$ cat config.mk
export PLATFORM = sky130hd
export DESIGN_NAME = terminal_line_editor_flat
export DESIGN_NICKNAME = d
export VERILOG_FILES = /design/src/hdl/tle_pkg.sv /design/src/hdl/tle_ifs.sv /design/src/hdl/terminal_line_editor.sv /design/src/hdl/tle_front.sv /design/src/hdl/tle_queue.sv /design/src/hdl/tle_back.sv /design/src/flat_wrapper.sv
export SDC_FILE = /design/constraint.sdc
export NUM_CORES = 1
export LEC_CHECK = 0
export BUFFER_PORTS_ARGS = -buffer_cell sky130_fd_sc_hd__buf_2
export CAP_MARGIN = 20
export CELL_PAD_IN_SITES_DETAIL_PLACEMENT = 1
export CELL_PAD_IN_SITES_GLOBAL_PLACEMENT = 1
export CORE_MARGIN = 3
export CORE_UTILIZATION = 45
export DETAILED_ROUTE_END_ITERATION = 16
export GPL_TIMING_DRIVEN = 1
export PLACE_DENSITY_LB_ADDON = 0.12
export REMOVE_ABC_BUFFERS = 1
export SETUP_SLACK_MARGIN = 0.15
export SLEW_MARGIN = 20
export SYNTH_ARGS = -nofsm -noshare
export SYNTH_HDL_FRONTEND = slang
export SYNTH_SLANG_ARGS = --single-unit
$ cat constraint.sdc
create_clock -name clk -period 7.45 [get_ports clk]
set_clock_uncertainty 0.1 [all_clocks]
set_input_delay 0.3725 -clock clk [delete_from_list [all_inputs] [get_ports clk]]
set_output_delay 0.3725 -clock clk [all_outputs]
set_load 0.01 [all_outputs]
$ cat src/hdl/tle_pkg.sv
`timescale 1ns / 1ps
// Package for the terminal line editor: sizes, key and command codes,
// queue op and status types. Has no dependencies.
package tle_pkg;

  localparam int LINE_BYTES = 64;
  localparam int LINE_AW    = $clog2(LINE_BYTES);
  localparam int Q_DEPTH    = 2;
  localparam int Q_AW       = $clog2(Q_DEPTH);

  localparam logic [1:0] CMD_RECV  = 2'd0;
  localparam logic [1:0] CMD_READ  = 2'd1;
  localparam logic [1:0] CMD_CLEAR = 2'd2;

  localparam logic [7:0] KEY_ESC     = 8'h1B;
  localparam logic [7:0] KEY_CR      = 8'h0D;
  localparam logic [7:0] KEY_LF      = 8'h0A;
  localparam logic [7:0] KEY_BRACKET = 8'h5B;
  localparam logic [7:0] KEY_RIGHT   = 8'h43;
  localparam logic [7:0] KEY_LEFT    = 8'h44;
  localparam logic [7:0] BACKSPACE_RESET = 8'd127;

  localparam logic [2:0] OP_NOP    = 3'd0;
  localparam logic [2:0] OP_INSERT = 3'd1;
  localparam logic [2:0] OP_DELETE = 3'd2;
  localparam logic [2:0] OP_RIGHT  = 3'd3;
  localparam logic [2:0] OP_LEFT   = 3'd4;
  localparam logic [2:0] OP_READ   = 3'd5;
  localparam logic [2:0] OP_CLEAR  = 3'd6;

  typedef logic [LINE_AW-1:0] pos_t;

  typedef struct packed {
    logic [2:0] kind;
    logic [7:0] ch;
    logic [5:0] idx;
    logic       done;
    logic       bad;
  } op_t;

  typedef struct packed {
    pos_t len;
    pos_t cur;
  } bk_status_t;

endpackage

$ cat src/hdl/tle_ifs.sv
`timescale 1ns / 1ps
// Word channel interfaces of the terminal line editor: input commands and
// results. Valid/ready handshake; no dependencies.
interface tle_in_if;
  logic       valid;
  logic       ready;
  logic [1:0] cmd;
  logic [7:0] data_byte;
  logic [5:0] read_index;
  modport source(output valid, cmd, data_byte, read_index, input ready);
  modport sink(input valid, cmd, data_byte, read_index, output ready);
endinterface

interface tle_out_if;
  logic       valid;
  logic       ready;
  logic       line_done;
  logic       bad_escape;
  logic [7:0] read_char;
  logic [5:0] line_length;
  logic [5:0] cursor_pos;
  modport source(output valid, line_done, bad_escape, read_char, line_length, cursor_pos,
                 input ready);
  modport sink(input valid, line_done, bad_escape, read_char, line_length, cursor_pos,
               output ready);
endinterface

$ cat src/hdl/terminal_line_editor.sv
`timescale 1ns / 1ps
// Top level of the terminal line editor: APB register, front end, op queue
// and back end. Uses tle_pkg, tle_ifs, tle_front, tle_queue and tle_back.
//
// Each input word becomes one result word. Reads, clears, cursor moves,
// CR, LF, escape bytes and inserts or deletes at the end of the line need
// no shifting in the back end; an insert or a delete elsewhere shifts the
// characters behind the cursor, and the line memory, with one read port
// and one write port, moves one character per cycle. A two-word queue
// lets the input side keep accepting while the back end shifts or a result
// waits to be taken. No clearing pass is needed after reset.
module terminal_line_editor (
  input  logic        clk,
  input  logic        rst,
  tle_in_if.sink      in_ch,
  tle_out_if.source   out_ch,
  input  logic        psel,
  input  logic        penable,
  input  logic        pwrite,
  input  logic [2:0]  paddr,
  input  logic [31:0] pwdata,
  output logic [31:0] prdata,
  output logic        pready
);

  localparam logic [2:0] ADDR_BACKSPACE = 3'd0;

  logic                backspace_code;
  logic [7:0]          bs_code;
  tle_pkg::op_t        push_op;
  logic                push_valid;
  logic                push_ready;
  tle_pkg::op_t        pop_op;
  logic                pop_valid;
  logic                pop_ready;
  tle_pkg::bk_status_t st;

  assign pready         = 1'b1;
  assign backspace_code = psel && penable && pwrite && pready && (paddr == ADDR_BACKSPACE);
  assign prdata         = (paddr == ADDR_BACKSPACE) ? {24'd0, bs_code} : 32'd0;

  always_ff @(posedge clk) begin
    if (rst) begin
      bs_code <= tle_pkg::BACKSPACE_RESET;
    end else if (backspace_code) begin
      bs_code <= pwdata[7:0];
    end
  end

  tle_front u_front (
    .clk            (clk),
    .rst            (rst),
    .in_ch          (in_ch),
    .backspace_code (bs_code),
    .push_op        (push_op),
    .push_valid     (push_valid),
    .push_ready     (push_ready)
  );

  tle_queue u_queue (
    .clk        (clk),
    .rst        (rst),
    .push_op    (push_op),
    .push_valid (push_valid),
    .push_ready (push_ready),
    .pop_op     (pop_op),
    .pop_valid  (pop_valid),
    .pop_ready  (pop_ready)
  );

  tle_back u_back (
    .clk       (clk),
    .rst       (rst),
    .pop_op    (pop_op),
    .pop_valid (pop_valid),
    .pop_ready (pop_ready),
    .out_ch    (out_ch),
    .status    (st)
  );

  a_cursor_in_line: assert property (@(posedge clk) disable iff (rst)
    st.cur <= st.len)
    else $error("Cursor is beyond the line length.");

  a_length_limit: assert property (@(posedge clk) disable iff (rst)
    st.len <= tle_pkg::pos_t'(tle_pkg::LINE_BYTES - 1))
    else $error("Line length exceeds the buffer.");

  a_result_flags: assert property (@(posedge clk) disable iff (rst)
    out_ch.valid |-> !(out_ch.line_done && out_ch.bad_escape) &&
                     (out_ch.cursor_pos <= out_ch.line_length))
    else $error("Result word is inconsistent.");

endmodule

$ cat src/hdl/tle_front.sv
`timescale 1ns / 1ps
// Front end of the terminal line editor: accepts words, tracks escape
// sequences and turns each word into one edit op. Uses tle_pkg and tle_in_if.
module tle_front (
  input  logic              clk,
  input  logic              rst,
  tle_in_if.sink            in_ch,
  input  logic [7:0]        backspace_code,
  output tle_pkg::op_t      push_op,
  output logic              push_valid,
  input  logic              push_ready
);

  logic escaping;
  logic escape_step;
  logic escaping_next;
  logic escape_step_next;
  tle_pkg::op_t op;

  always_comb begin
    op               = '0;
    op.kind          = tle_pkg::OP_NOP;
    op.ch            = in_ch.data_byte;
    op.idx           = in_ch.read_index;
    escaping_next    = escaping;
    escape_step_next = escape_step;
    case (in_ch.cmd)
      tle_pkg::CMD_RECV: begin
        if (escaping) begin
          if (!escape_step) begin
            if (in_ch.data_byte == tle_pkg::KEY_BRACKET) begin
              escape_step_next = 1'b1;
            end else begin
              op.bad        = 1'b1;
              escaping_next = 1'b0;
            end
          end else begin
            if (in_ch.data_byte == tle_pkg::KEY_RIGHT) begin
              op.kind = tle_pkg::OP_RIGHT;
            end else if (in_ch.data_byte == tle_pkg::KEY_LEFT) begin
              op.kind = tle_pkg::OP_LEFT;
            end else begin
              op.bad = 1'b1;
            end
            escaping_next    = 1'b0;
            escape_step_next = 1'b0;
          end
        end else if (in_ch.data_byte == tle_pkg::KEY_ESC) begin
          escaping_next    = 1'b1;
          escape_step_next = 1'b0;
        end else if (in_ch.data_byte == tle_pkg::KEY_CR) begin
          op.kind = tle_pkg::OP_NOP;
        end else if (in_ch.data_byte == tle_pkg::KEY_LF) begin
          op.done = 1'b1;
        end else if (in_ch.data_byte == backspace_code) begin
          op.kind = tle_pkg::OP_DELETE;
        end else begin
          op.kind = tle_pkg::OP_INSERT;
        end
      end
      tle_pkg::CMD_READ: begin
        op.kind = tle_pkg::OP_READ;
      end
      tle_pkg::CMD_CLEAR: begin
        op.kind          = tle_pkg::OP_CLEAR;
        escaping_next    = 1'b0;
        escape_step_next = 1'b0;
      end
      default: begin
        op.kind = tle_pkg::OP_NOP;
      end
    endcase
  end

  assign push_op     = op;
  assign push_valid  = in_ch.valid;
  assign in_ch.ready = push_ready;

  always_ff @(posedge clk) begin
    if (rst) begin
      escaping    <= 1'b0;
      escape_step <= 1'b0;
    end else if (in_ch.valid && push_ready) begin
      escaping    <= escaping_next;
      escape_step <= escape_step_next;
    end
  end

endmodule

$ cat src/hdl/tle_queue.sv
`timescale 1ns / 1ps
// Short op queue between the front and back ends of the terminal line
// editor. Uses tle_pkg.
module tle_queue (
  input  logic         clk,
  input  logic         rst,
  input  tle_pkg::op_t push_op,
  input  logic         push_valid,
  output logic         push_ready,
  output tle_pkg::op_t pop_op,
  output logic         pop_valid,
  input  logic         pop_ready
);

  tle_pkg::op_t            slots [tle_pkg::Q_DEPTH];
  logic [tle_pkg::Q_AW-1:0] wr_ptr;
  logic [tle_pkg::Q_AW-1:0] rd_ptr;
  logic [tle_pkg::Q_AW:0]   count;
  logic                     do_push;
  logic                     do_pop;

  assign push_ready = (count != (tle_pkg::Q_AW + 1)'(tle_pkg::Q_DEPTH));
  assign pop_valid  = (count != '0);
  assign pop_op     = slots[rd_ptr];
  assign do_push    = push_valid && push_ready;
  assign do_pop     = pop_valid && pop_ready;

  always_ff @(posedge clk) begin
    if (do_push) begin
      slots[wr_ptr] <= push_op;
    end
  end

  always_ff @(posedge clk) begin
    if (rst) begin
      wr_ptr <= '0;
      rd_ptr <= '0;
      count  <= '0;
    end else begin
      if (do_push) begin
        wr_ptr <= wr_ptr + 1'b1;
      end
      if (do_pop) begin
        rd_ptr <= rd_ptr + 1'b1;
      end
      if (do_push && !do_pop) begin
        count <= count + 1'b1;
      end else if (do_pop && !do_push) begin
        count <= count - 1'b1;
      end
    end
  end

endmodule

$ cat src/hdl/tle_back.sv
`timescale 1ns / 1ps
// Back end of the terminal line editor: line memory, length and cursor,
// the character shift sequencer and the result register. Uses tle_pkg, tle_out_if.
module tle_back (
  input  logic                clk,
  input  logic                rst,
  input  tle_pkg::op_t        pop_op,
  input  logic                pop_valid,
  output logic                pop_ready,
  tle_out_if.source           out_ch,
  output tle_pkg::bk_status_t status
);

  localparam logic [2:0] S_IDLE   = 3'd0;
  localparam logic [2:0] S_MOVE   = 3'd1;
  localparam logic [2:0] S_LAST   = 3'd2;
  localparam logic [2:0] S_PUT    = 3'd3;
  localparam logic [2:0] S_REPORT = 3'd4;

  localparam tle_pkg::pos_t ONE  = tle_pkg::pos_t'(1);
  localparam tle_pkg::pos_t FULL = tle_pkg::pos_t'(tle_pkg::LINE_BYTES - 1);

  logic [2:0]    state;
  tle_pkg::pos_t len;
  tle_pkg::pos_t cur;
  tle_pkg::op_t  op;
  tle_pkg::pos_t src;
  tle_pkg::pos_t cnt;
  tle_pkg::pos_t wr_addr;
  logic          wr_pend;
  logic          mov_up;

  logic [7:0]    mem [tle_pkg::LINE_BYTES];
  logic [7:0]    rdata;
  logic          re;
  logic          we;
  tle_pkg::pos_t raddr;
  tle_pkg::pos_t waddr;
  logic [7:0]    wdata;

  logic          res_valid;
  logic          res_done;
  logic          res_bad;
  logic [7:0]    res_char;
  logic [5:0]    res_len;
  logic [5:0]    res_cur;

  assign pop_ready = (state == S_IDLE);

  always_comb begin
    re    = 1'b0;
    raddr = src;
    we    = 1'b0;
    waddr = wr_addr;
    wdata = rdata;
    case (state)
      S_IDLE: begin
        if (pop_valid && pop_op.kind == tle_pkg::OP_READ) begin
          re    = 1'b1;
          raddr = tle_pkg::pos_t'(pop_op.idx);
        end
        if (pop_valid && pop_op.kind == tle_pkg::OP_INSERT && len != FULL && cur == len) begin
          we    = 1'b1;
          waddr = cur;
          wdata = pop_op.ch;
        end
      end
      S_MOVE: begin
        re = 1'b1;
        we = wr_pend;
      end
      S_LAST: begin
        we = 1'b1;
      end
      S_PUT: begin
        we    = 1'b1;
        waddr = cur;
        wdata = op.ch;
      end
      default: begin
        re = 1'b0;
      end
    endcase
  end

  always_ff @(posedge clk) begin
    if (we) begin
      mem[waddr] <= wdata;
    end
    if (re) begin
      rdata <= mem[raddr];
    end
  end

  always_ff @(posedge clk) begin
    if (rst) begin
      state     <= S_IDLE;
      len       <= '0;
      cur       <= '0;
      wr_pend   <= 1'b0;
      res_valid <= 1'b0;
    end else begin
      if (state == S_REPORT && (!res_valid || out_ch.ready)) begin
        res_valid <= 1'b1;
      end else if (out_ch.ready) begin
        res_valid <= 1'b0;
      end
      case (state)
        S_IDLE: begin
          if (pop_valid) begin
            op      <= pop_op;
            wr_pend <= 1'b0;
            state   <= S_REPORT;
            case (pop_op.kind)
              tle_pkg::OP_RIGHT: begin
                if (cur < len) begin
                  cur <= cur + ONE;
                end
              end
              tle_pkg::OP_LEFT: begin
                if (cur != '0) begin
                  cur <= cur - ONE;
                end
              end
              tle_pkg::OP_CLEAR: begin
                len <= '0;
                cur <= '0;
              end
              tle_pkg::OP_INSERT: begin
                if (len != FULL) begin
                  if (cur == len) begin
                    len <= len + ONE;
                    cur <= cur + ONE;
                  end else begin
                    src    <= len - ONE;
                    cnt    <= len - cur;
                    mov_up <= 1'b0;
                    state  <= S_MOVE;
                  end
                end
              end
              tle_pkg::OP_DELETE: begin
                if (cur < len) begin
                  len <= len - ONE;
                  if (len - cur != ONE) begin
                    src    <= cur + ONE;
                    cnt    <= len - cur - ONE;
                    mov_up <= 1'b1;
                    state  <= S_MOVE;
                  end
                end
              end
              default: begin
                state <= S_REPORT;
              end
            endcase
          end
        end
        S_MOVE: begin
          wr_pend <= 1'b1;
          wr_addr <= mov_up ? src - ONE : src + ONE;
          src     <= mov_up ? src + ONE : src - ONE;
          cnt     <= cnt - ONE;
          if (cnt == ONE) begin
            state <= S_LAST;
          end
        end
        S_LAST: begin
          state <= mov_up ? S_REPORT : S_PUT;
        end
        S_PUT: begin
          len   <= len + ONE;
          cur   <= cur + ONE;
          state <= S_REPORT;
        end
        S_REPORT: begin
          if (!res_valid || out_ch.ready) begin
            state <= S_IDLE;
          end
        end
        default: begin
          state <= S_IDLE;
        end
      endcase
    end
  end

  always_ff @(posedge clk) begin
    if (state == S_REPORT && (!res_valid || out_ch.ready)) begin
      res_done <= op.done;
      res_bad  <= op.bad;
      res_char <= (op.kind == tle_pkg::OP_READ && 9'(op.idx) < 9'(len)) ? rdata : 8'd0;
      res_len  <= 6'(len);
      res_cur  <= 6'(cur);
    end
  end

  assign out_ch.valid       = res_valid;
  assign out_ch.line_done   = res_done;
  assign out_ch.bad_escape  = res_bad;
  assign out_ch.read_char   = res_char;
  assign out_ch.line_length = res_len;
  assign out_ch.cursor_pos  = res_cur;

  assign status.len = len;
  assign status.cur = cur;

endmodule

$ cat src/flat_wrapper.sv
// flat-port wrapper written by rule: the top's interface ports become plain ports
module terminal_line_editor_flat 
  (clk, rst, psel, penable, pwrite, paddr, pwdata, prdata, pready, in_ch_valid, in_ch_cmd, in_ch_data_byte, in_ch_read_index, in_ch_ready, out_ch_valid, out_ch_line_done, out_ch_bad_escape, out_ch_read_char, out_ch_line_length, out_ch_cursor_pos, out_ch_ready);
  tle_in_if in_ch_i ();
  tle_out_if out_ch_i ();
  input  logic clk;
  input  logic rst;
  input  logic psel;
  input  logic penable;
  input  logic pwrite;
  input  logic [2:0] paddr;
  input  logic [31:0] pwdata;
  output logic [31:0] prdata;
  output logic pready;
  input wire logic [$bits(in_ch_i.valid)-1:0] in_ch_valid;
  input wire logic [$bits(in_ch_i.cmd)-1:0] in_ch_cmd;
  input wire logic [$bits(in_ch_i.data_byte)-1:0] in_ch_data_byte;
  input wire logic [$bits(in_ch_i.read_index)-1:0] in_ch_read_index;
  output wire logic [$bits(in_ch_i.ready)-1:0] in_ch_ready;
  output wire logic [$bits(out_ch_i.valid)-1:0] out_ch_valid;
  output wire logic [$bits(out_ch_i.line_done)-1:0] out_ch_line_done;
  output wire logic [$bits(out_ch_i.bad_escape)-1:0] out_ch_bad_escape;
  output wire logic [$bits(out_ch_i.read_char)-1:0] out_ch_read_char;
  output wire logic [$bits(out_ch_i.line_length)-1:0] out_ch_line_length;
  output wire logic [$bits(out_ch_i.cursor_pos)-1:0] out_ch_cursor_pos;
  input wire logic [$bits(out_ch_i.ready)-1:0] out_ch_ready;
  assign in_ch_i.valid = in_ch_valid;
  assign in_ch_i.cmd = in_ch_cmd;
  assign in_ch_i.data_byte = in_ch_data_byte;
  assign in_ch_i.read_index = in_ch_read_index;
  assign in_ch_ready = in_ch_i.ready;
  assign out_ch_valid = out_ch_i.valid;
  assign out_ch_line_done = out_ch_i.line_done;
  assign out_ch_bad_escape = out_ch_i.bad_escape;
  assign out_ch_read_char = out_ch_i.read_char;
  assign out_ch_line_length = out_ch_i.line_length;
  assign out_ch_cursor_pos = out_ch_i.cursor_pos;
  assign out_ch_i.ready = out_ch_ready;
  terminal_line_editor u_core (.clk(clk), .rst(rst), .in_ch(in_ch_i), .out_ch(out_ch_i), .psel(psel), .penable(penable), .pwrite(pwrite), .paddr(paddr), .pwdata(pwdata), .prdata(prdata), .pready(pready));
endmodule
Word level (Yosys, flattened, before mapping)
Memory sizes are Yosys's and may differ from the RTL's. A register that Yosys moved wholly into a read port is not among the register bits.
Index checks and enable logic that the tools add are counted.

storage, ports and cells
  memories = 2
  flip-flop bits (word level) = 91
  logic and storage cells = 219
  output and inout bits = 57
  bits in writable memories = 550
  input bits = 58

memories
  name                  depth  bits a word  read ports  clocked after Yosys merged registers in  write ports  RTL line         source
  u_core.u_back.mem     64     8            1           1                                        1            tle_back.sv:33   logic [7:0] mem [tle_pkg::LINE_BYTES];
  u_core.u_queue.slots  2      19           1           1                                        1            tle_queue.sv:15  tle_pkg::op_t slots [tle_pkg::Q_DEPTH];

cells by class
  add/sub/neg operators = 13
  bitwise logic cells = 1
  reductions and logical operators = 39
  equal/unequal tests = 43
  $lt $le $gt $ge = 2
  muxes and demuxes = 94

operators with widths
  operator             count
  $mux 6               24
  $pmux 6 s2           7
  $mux 3               12
  $mux 1               30
  $sub 6x1->6 const B  5
  $ne 3x3->1 const B   9
  $eq 8x7->1 const B   3
  $pmux 6 s4           1
  $add 6x1->6 const B  3
  $pmux 6 s3           1
  $eq 8x4->1 const B   2
  $mux 8               2
  $pmux 8 s2           1
  $reduce_and 8->1     2
  $eq 3x3->1 const B   5
  $pmux 3 s5           1
  $mux 2               7
  $ne 2x2->1 const B   7
  $reduce_bool 2->1    7
  $logic_and 1x1->1    13
  $eq 3x2->1 const B   4
  $lt 6x6->1           2
  $pmux 1 s2           5
  $pmux 3 s3           1
  29 further kinds     38

Logic depth before layout (Yosys ltp)
Gate-level depths: netlist (run 1).

  depth after elaboration = 8
  mapped depth = 13
  gate-level depth less buffers = 11

Modules after synthesis
From an unflattened synthesis (run 1), not the netlist that was laid out.

unflattened totals
  cell total of the unflattened synthesis = 2281
  area, all modules = 28593.7 µm²

modules (own cells, without submodules)
  module                instances  area an instance (µm²)  seq. area each (µm²)  cells an instance
  tle_back              1          25782.2                 17757.0               2048
  tle_queue             1          1590.3                  1241.2                83
  tle_front             1          619.3                   40.0                  80
  terminal_line_editor  1          601.8                   160.2                 70

Least setup slack after synthesis (run 1)
Ideal clock, no wire load.

  path type = reg-to-reg
  from = register u_core.u_back.cur[3]
  to = memory u_core.u_back.mem[0][0], data pin
  clock period less this slack = 3594 ps
  arrival = 3138 ps
  library setup time = 356 ps
  path buffers = 4
  required time = 6994 ps
  stages on the path, launching flop included = 13
  setup slack = 3856 ps
  cells stage by stage = dfxtp_1 > clkbuf_1 > clkinv_1 > ha_1 > nand4_1 > nor2_1 > and4b_1 > nor2_1 > buf_6 > buf_2 > buf_1 > nand2_1 > nand2_1

on the way
  cells in the longest elaborated chain, start to end = 4

RTL lines
  what                        RTL line         source
  start: declaration          tle_back.sv:25   tle_pkg::pos_t cur;
  start signal: assignment    tle_back.sv:117  cur <= cur + ONE;
  start signal: assignment    tle_back.sv:122  cur <= cur - ONE;
  start signal: assignment    tle_back.sv:133  cur <= cur + ONE;
  $eq 6x6->1                  tle_back.sv:62   if (pop_valid && pop_op.kind == tle_pkg::OP_INSERT && len != FULL && cur == len) begin
  $logic_and 1x1->1           tle_back.sv:62
  $mux 8                      tle_back.sv:62
  $pmux 8 s2                  tle_back.sv:56   case (state)
  via u_core.u_back.wdata[0]  tle_back.sv:39   logic [7:0] wdata;
  end: declaration            tle_back.sv:33

The timed path passes the listed nets, and every way through them passes these cells.

Final worst setup path (run 1)
  from = register u_core.u_back.cur[3]
  to = memory u_core.u_back.mem[58][7] (enable)

on the way
  cells in the longest elaborated chain, start to end = 6
  elaborated cells on any way between the ends = 8
  classes of those cells = 1 x eq/ne; 6 x mux; 1 x reduce/logical

RTL lines
  what                          RTL line        source
  $eq 6x6->1                    tle_back.sv:62
  $logic_and 1x1->1             tle_back.sv:62
  $mux 1                        tle_back.sv:62
  $pmux 1 s3                    tle_back.sv:56
  $mux 1                        tle_back.sv:87  if (we) begin
  $mux 1 (not written as such)  tle_back.sv:88  mem[waddr] <= wdata;

Parallel ways exist; a longest one is shown, timed or not.

==> PnR_summary.wiki, run 1 <==
{| class="wikitable"
! Metric !! Value
|-
| DRC violation total after the first TritonRoute iteration || 1,388
|-
| Ys flop type || edfxtp_1
|-
| Total CTS buffers || 71
|-
| Setup WS pre-CTS || 1.92 ns
|-
| Total detailed-routing wirelength || 73.2 mm
|-
| Post-layout minimum cycle time || 5.58 ns
|-
| Post-synthesis to final-layout area growth || 12.9%
|-
| Number of detailed-routing iterations run before antenna repair || 5
|-
| RSZ-0062 raised after global routing || no
|-
| Storage cell area || around 19,000 µm²
|-
| Count of warnings emitted by yosys || 0
|-
| Routed vias/inst || 5.82
|-
| H-tree depth || 3
|-
| Net count reported at finish || 2,230
|-
| Post-Syn Area || 27,500 µm²
|-
| Flops & latches, synth || 650
|-
| Static power due to leakage || 10.6 nW
|-
| Max VDD drop || a little over 200 µV
|-
| Total of endpoints with negative setup slack in the final report || 0
|-
| Fmax || approximately 0.18 GHz
|-
| Last weighted congestion value of the routability-driven placer || 0.807
|-
| DRC violation count after routing || 0
|-
| Relative slew slack || roughly a third
|-
| Width of the die || 253 µm
|-
| Worst-margin pin slew || 0.984 ns
|-
| Number of fillers in the final layout || 5,920
|-
| Clock Sinks || 650
|-
| Post-route antenna net violation count || 0
|-
| Clock tree from TritonCTS || built
|-
| Total global routing track utilization || between 20 and 25%
|-
| Vertical extent of the die || 253 µm
|-
| Number of standard cells after synthesis || 2,064
|-
| Proportion of synthesized flip-flops having asynchronous set or reset || 0%
|-
| Effective utilization at floorplan || 46.1%
|-
| Total congestion overflow || 0
|-
| Clock Path Buffers || 3
|-
| Fraction of final layout cells sized beyond drive strength 1 || between 10% and 20%
|-
| Worst-Skew Late Latency || 0.60 ns
|-
| Final setup TNS || 0 ns
|-
| FP Rows || between 80 and 90
|-
| Path type of the worst min-delay path || in2reg
|-
| Number of failing hold endpoints at the final stage || 0
|-
| Kind of end point of the critical path || flop
|-
| Crit-path max FO || 20
|-
| Crit Path Class || reg2reg
|-
| Placed standard-cell area || between 20,000 and 30,000 µm²
|-
| Final-layout worst hold slack || between 0.05 and 0.06 ns
|-
| Wire length per cell || 24.6 µm
|-
| Post-synthesis area per instance || 13.3 µm²
|-
| Antenna violations before repair || 0
|-
| Inst Count DP || approximately 2,800
|-
| Via Count || between 15,000 and 20,000
|-
| Area share of the largest cell type after synthesis || 67.5%
|-
| Global-route wire length before repair || 110 mm
|-
| Number of enable flip-flop cells after synthesis || 618
|-
| Pin count of the biggest net entering global routing || 115
|-
| Area of the multi-input gates || 7690 µm²
|-
| Register area share after synthesis || 69.8%
|-
| Area of the placeable core || 59,700 µm²
|-
| Final setup slack of the worst path || ~1.9 ns
|-
| Count of port buffers added during placement || 65
|-
| Number of buffers inserted to repair setup after CTS || 0
|-
| Pins over their slew limit || 0
|-
| Final period utilization || 75.0%
|-
| Total Die Area || between 60,000 and 70,000 µm²
|-
| Number of different library cells in the post-synthesis netlist || 78
|-
| Critical Path Source Type || flop
|-
| Ports placed on the boundary || about 120
|-
| Number of max-cap violations || 0
|-
| Clock root buffer || clkbuf_16
|-
| Data arrival at the endpoint of the critical path || between 5 and 6 ns
|-
| Result of the run || completed
|-
| Post-Layout Cell Count || between 2,000 and 3,000
|-
| Post-synth top area cell || edfxtp_1
|-
| Number of global-route vias before repair || roughly 18,000
|-
| Cell area after layout || 31,000 µm²
|-
| Largest cells by area after synthesis || edfxtp_1 (67%), nand2_1 (5.9%), mux2i_1 (3.4%)
|-
| Post-detailed-placement half-perimeter wirelength || 44.3 mm
|-
| Data required, critical path || 7.57 ns
|-
| Power density over the cells || 335 nW/µm²
|-
| Register clock-pin slew on the reported worst setup and hold paths || 0.06 ns
|}
[worst paths after layout]
path	endpoint	slack, ns	start	depth (start not counted)
worst min register to register	u_core.u_back.out_ch.line_done	0.34	u_core.u_back.op[1]	0
worst max register to register	u_core.u_back.mem[58][7]	1.87	u_core.u_back.cur[3]	9
worst min-delay path	u_core.u_queue.slots[1][8]	0.05	in_ch_data_byte[0]	1
worst max-delay path	u_core.u_back.mem[58][7]	1.87	u_core.u_back.cur[3]	9
[per-stage QoR]
step	power (mW)	util [%]
3_5_place_dp	6.98	47.8
5_1_grt	10.8	52.0
4_1_cts	10.5	52.0
3_3_place_gp	6.91	47.8
2_1_floorplan	6.24	-
6_report	10.4	52.0
[sequential cells by signal, summed over array words and instances (netlist names), 8 cells and up, named ones only]
register and flops:
u_core.u_back.mem 512, u_core.u_queue.slots 38, u_core.u_back.op 19, u_core.bs_code 8, u_core.u_back.out_ch.read_char 8, u_core.u_back.rdata 8
[cells in the mapped netlist (28+ instances only)]
master,n
buf_2,44
mux2i_1,93
nand3_1,66
dfxtp_1,32
a32oi_1,28
nand2_1,429
a32o_1,30
buf_4,31
nor2_1,108
a31oi_1,104
edfxtp_1,618
clkbuf_1,44
a21oi_1,33
[layout by cell type, fill, tap and decap left out, types with 9 or more instances in the layout]
cell / instances
or3_1: 10
and3_1: 19
a21oi_1: 33
edfxtp_1: 618
clkbuf_1: 14
nand2_2: 11
nor2b_1: 17
buf_4: 25
clkinv_1: 16
a31oi_1: 104
o21ai_0: 24
buf_2: 65
o31ai_1: 9
conb_1: 25
clkinv_2: 13
nand3_1: 66
and2_1: 18
dfxtp_1: 32
ha_1: 26
xor2_1: 21
nand2_1: 421
a22oi_1: 26
mux2i_1: 92
clkbuf_16: 74
nand2b_1: 9
a32o_1: 30
a21o_1: 9
xnor2_1: 19
dlygate4sd3_1: 21
nand4_1: 11
nor3_1: 18
mux2_2: 17
nor2_1: 105
inv_1: 27
a32oi_1: 28
[layout make-up]
class                      count  area share, %
timing repair buffer         114           2.52
tap                          773           3.12
inverter                      31          0.375
sequential                   650           61.9
clock inverter                38           1.12
antenna                        1        0.00806
multi-input combinational   1277           24.8
clock buffer                  90           6.22
[where the power goes]
part / internal [mW] / switching, mW
clock network: 2.04 / 1.42
logic: 0.648 / 1.64
registers: 4.53 / 0.111
[critical path, cell delays in order (launching register included)]
cell and delay (ns):
dfxtp_1 0.50, clkinv_1 0.37, ha_1 0.45, nand4_1 0.14, nor2_1 0.08, and4b_1 0.40, nor2_2 0.76, mux2i_1 0.69
nand3_1 0.77, nor2_1 0.94
[metal layers]
metal | vias up | GRT usage, % | part of all wire (%)
met2 | 454 | 38.3 | 49
met5 | - | 0 | 0
li1 | 7876 | - | -
met4 | 0 | 7.53 | 2.6
met3 | 111 | 3.20 | 5.1
met1 | 8868 | 31.2 | 43
[logic make-up (layout without fill, tap and decap cells)]
family	Yosys count	count (layout)	synth area share, %
other	2	26	0.0273
AO/OA/AOI/OAI	326	326	8.63
XOR/XNOR	40	40	1.27
adder cells (fa/ha/maj)	27	27	1.26
multiplexers	113	113	4.25
buffers and inverters	160	273	2.84
flip-flops	650	650	69.8
AND/OR/NAND/NOR	746	746	11.9
[what timing repair did]
action / 4_1_cts / 5_1_grt
resized for setup: 0 / 0
endpoints found under the setup margin: 0 / 0
hold endpoints to repair: 34 / 0
hold buffers: 21 / 0
Note: power is estimated with default switching activity, not from simulation.
==> run 2: changes to the inputs <==
==> constraint.sdc (replaced) <==
create_clock -name clk -period 5.4 [get_ports clk]
set_clock_uncertainty 0.1 [all_clocks]
set_input_delay 0.27 -clock clk [delete_from_list [all_inputs] [get_ports clk]]
set_output_delay 0.27 -clock clk [all_outputs]
set_load 0.01 [all_outputs]
==> run 2 against run 1 <==
Against the previous run:
- highest routed layer unchanged
- critical path depth unchanged
- combinational power up 42%
- first-iteration DRC count down 0.86%
- register-to-register slack worse by 1.3 ns
- critical endpoint is now u_core.u_back.mem[50][2]
==> PnR_summary.wiki, run 2 (synthesized netlist as in run 1, its figures left out) <==
{| class="wikitable"
! Metric !! Value
|-
| Result of the run || completed
|-
| Max VDD drop || 274 µV (+33%)
|-
| Slowest cell on the critical path || nor2_1
|-
| Number of global-route vias before repair || 18,100 (+1.2%)
|-
| Wire length per cell || 24.5 µm (-0.41%)
|-
| Worst-Skew Late Latency || 0.60 ns (about the same)
|-
| Clock root buffer || clkbuf_16
|-
| Number of fillers in the final layout || 5,908 (-0.20%)
|-
| Static power due to leakage || 10.8 nW (+1.9%)
|-
| Register clock-pin slew on the reported worst setup and hold paths || 0.06 ns (about the same)
|-
| Max reg flops || 512 (unchanged)
|-
| Cells along the critical path || ha_1 > nand3_1 > nor3_1 > and4b_1 > nor2_2 > mux2i_1 > buf_4 > nand3_1 > nor2_1
|-
| Crit-path max FO || 23 (+15%)
|-
| Total global routing track utilization || 23.3% (+0.33 points)
|-
| Crit Path Class || reg2reg
|-
| Antenna violations before repair || 2 (+2)
|-
| Pin count of the biggest net entering global routing || 122 (+6.1%)
|-
| FF-to-FF path depth || 9 (unchanged)
|-
| Register bank with the most flops || u_core.u_back.mem
|-
| Final period utilization || 90.4% (+15 points)
|-
| Count of port buffers added during placement || 65 (unchanged)
|-
| Post-synthesis to final-layout area growth || 14.1%
|-
| RSZ-0062 raised after global routing || no
|-
| Total Die Area || 64,100 µm² (unchanged)
|-
| Last weighted congestion value of the routability-driven placer || 0.821 (+1.7%)
|-
| Top cell family by delay on the critical path || simple AND/OR/NAND/NOR gates
|-
| Worst reg2reg path endpoint || u_core.u_back.mem[50][2]
|-
| Placed standard-cell area || 28,900 µm² (+1.4%)
|-
| Relative slew slack || 34.8% (+0.40 points)
|-
| Post-detailed-placement half-perimeter wirelength || 46.1 mm (+4.1%)
|-
| Largest stage delay on the critical path || 0.83 ns (-0.11 ns)
|-
| Number of max-cap violations || 0 (unchanged)
|-
| Antenna diode count || 0 (-1)
|-
| Total detailed-routing wirelength || 73.9 mm (+0.96%)
|-
| Power density over the cells || 455 nW/µm² (+36%)
|-
| Storage cell area || 19,200 µm² (unchanged)
|-
| Beginning of the critical path || u_core.u_back.len[0]
|-
| Kind of end point of the critical path || flop
|-
| Final standard cell utilization of the core || 52.6% (+0.57 points)
|-
| Total power draw || 14.3 mW (+38%)
|-
| Data required, critical path || 5.53 ns (-2.04 ns)
|-
| DRC violation count after routing || 0 (unchanged)
|-
| Post-Layout Cell Count || 3,015 (+1.4%)
|-
| Clock tree from TritonCTS || built
|-
| Number of buffers inserted to repair setup after CTS || 0 (unchanged)
|-
| Inst Count DP || 2,864 (+1.4%)
|-
| Clock Path Buffers || 3 (unchanged)
|-
| Path type of the worst min-delay path || in2reg
|-
| Via Count || 17,500 (+0.98%)
|-
| Fmax || 0.205 GHz (+14%)
|-
| Total of endpoints with negative setup slack in the final report || 0 (unchanged)
|-
| Pins over their slew limit || 0 (unchanged)
|-
| Net count reported at finish || 2,272 (+1.9%)
|-
| Commonest non-fill, non-tap cell in the layout || edfxtp_1
|-
| Critical Path Source Type || flop
|-
| Cell area after layout || 31,400 µm² (+1.1%)
|-
| Worst reg2reg startpoint || u_core.u_back.len[0]
|-
| Most used cells in the layout excluding fill and tap cells || edfxtp_1 (618), nand2_1 (421), nor2_1 (105), a31oi_1 (104), mux2i_1 (92)
|-
| Regs by FF count || u_core.u_back.mem: 512 flops, u_core.u_queue.slots: 38 flops, u_core.u_back.op: 19 flops
|-
| Worst path bufs/invs || 1 (unchanged)
|-
| Number of detailed-routing iterations run before antenna repair || 5 (unchanged)
|-
| Data arrival at the endpoint of the critical path || 5.01 ns (-0.70 ns)
|-
| Width of the die || 253 µm (unchanged)
|-
| Total CTS buffers || 71 (unchanged)
|-
| Internal reg-to-reg setup slack || 0.52 ns (-1.35 ns)
|-
| Fraction of final layout cells sized beyond drive strength 1 || 12.4% (+1.2 points)
|-
| Post-route antenna net violation count || 0 (unchanged)
|-
| DRC violation total after the first TritonRoute iteration || 1,376 (-0.86%)
|-
| Routed vias/inst || 5.80 (-0.40%)
|-
| Number of failing hold endpoints at the final stage || 0 (unchanged)
|-
| Worst Setup EP || u_core.u_back.mem[50][2]
|-
| Total congestion overflow || 0 (unchanged)
|-
| Total stage count of the critical path || 9 (unchanged)
|-
| Effective utilization at floorplan || 46.1% (unchanged)
|-
| Ports placed on the boundary || 115 (unchanged)
|-
| Post-layout minimum cycle time || 4.88 ns (-0.704 ns)
|-
| Worst-margin pin slew || 0.978 ns (-0.00602 ns)
|-
| Final setup TNS || 0 ns (unchanged)
|-
| Global-route wire length before repair || 111 mm (+1.1%)
|-
| H-tree depth || 3 (unchanged)
|-
| FP Rows || 89 (unchanged)
|-
| Clock Sinks || 650 (unchanged)
|-
| Area of the placeable core || 59,700 µm² (unchanged)
|-
| Area of the multi-input gates || 7670 µm² (-0.20%)
|-
| Vertical extent of the die || 253 µm (unchanged)
|-
| Most common cell on crit path || nand3_1
|}
==> run 2: changes by cell type in the layout (fill, tap and decap cells not counted), sizes merged <==
cell         before  now
buf              93  133
clkbuf           90  104
clkinv           30   21
bufinv            6    2
dlygate4sd3      21   23
inv              32   30
clkinvlp          1    2
diode             1    0
==> run 2: through the flow <==
| stage | setup WS (ns) | hold WS, ns |
|---|---|---|
| 6_report | 0.520 | 0.0417 |
| 3_5_place_dp | 0.592 | 0.322 |
| 4_1_cts | 0.581 | 0.0295 |
| 2_1_floorplan | -10.09 | 0.239 |
| 5_1_grt | 0.207 | 0.0532 |
| 3_3_place_gp | 0.683 | 0.308 |
==> run 2: routing by layer <==
layer | track usage (%) | share of wire [%]
met2 | 38.9 | 49
met1 | 31.2 | 43
met4 | 7.45 | 2.3
met3 | 3.96 | 5.6
met5 | 0 | 0
==> run 2: area by class of cell <==
| type | instances | area share (%) |
|---|---|---|
| clock buffers | 104 | 6.52 |
| clock inverters | 24 | 0.594 |
| inverters | 31 | 0.371 |
| multi-input cells | 1277 | 24.5 |
| flip-flops and latches | 650 | 61.2 |
| well taps | 773 | 3.08 |
| repair buffers | 156 | 3.80 |
==> run 2: timing repair <==
item                      4_1_cts  5_1_grt
hold endpoints to repair       38        0
hold buffers                   23        0
gates resized for setup         0        0
==> run 2: worst min path at each step <==
stage                              from                         endpoint  slack, ns  cells after the start
floorplan                           rst             u_core.u_back.cur[0]       0.24                      1
global placement    u_core.u_back.op[1]   u_core.u_back.out_ch.line_done       0.31                      0
detailed placement  u_core.u_back.op[0]  u_core.u_back.out_ch.bad_escape       0.32                      0
CTS                        in_ch_cmd[1]      u_core.u_queue.slots[1][16]       0.03                      2
global route               in_ch_cmd[1]      u_core.u_queue.slots[1][16]       0.05                      2
finish                     in_ch_cmd[1]      u_core.u_queue.slots[1][16]       0.04                      2
==> run 2: power breakdown <==
part	switching (mW)	total (mW)	internal, mW
sequential	0.153	6.39	6.24
clock	1.91	4.63	2.72
combinational	2.30	3.26	0.965
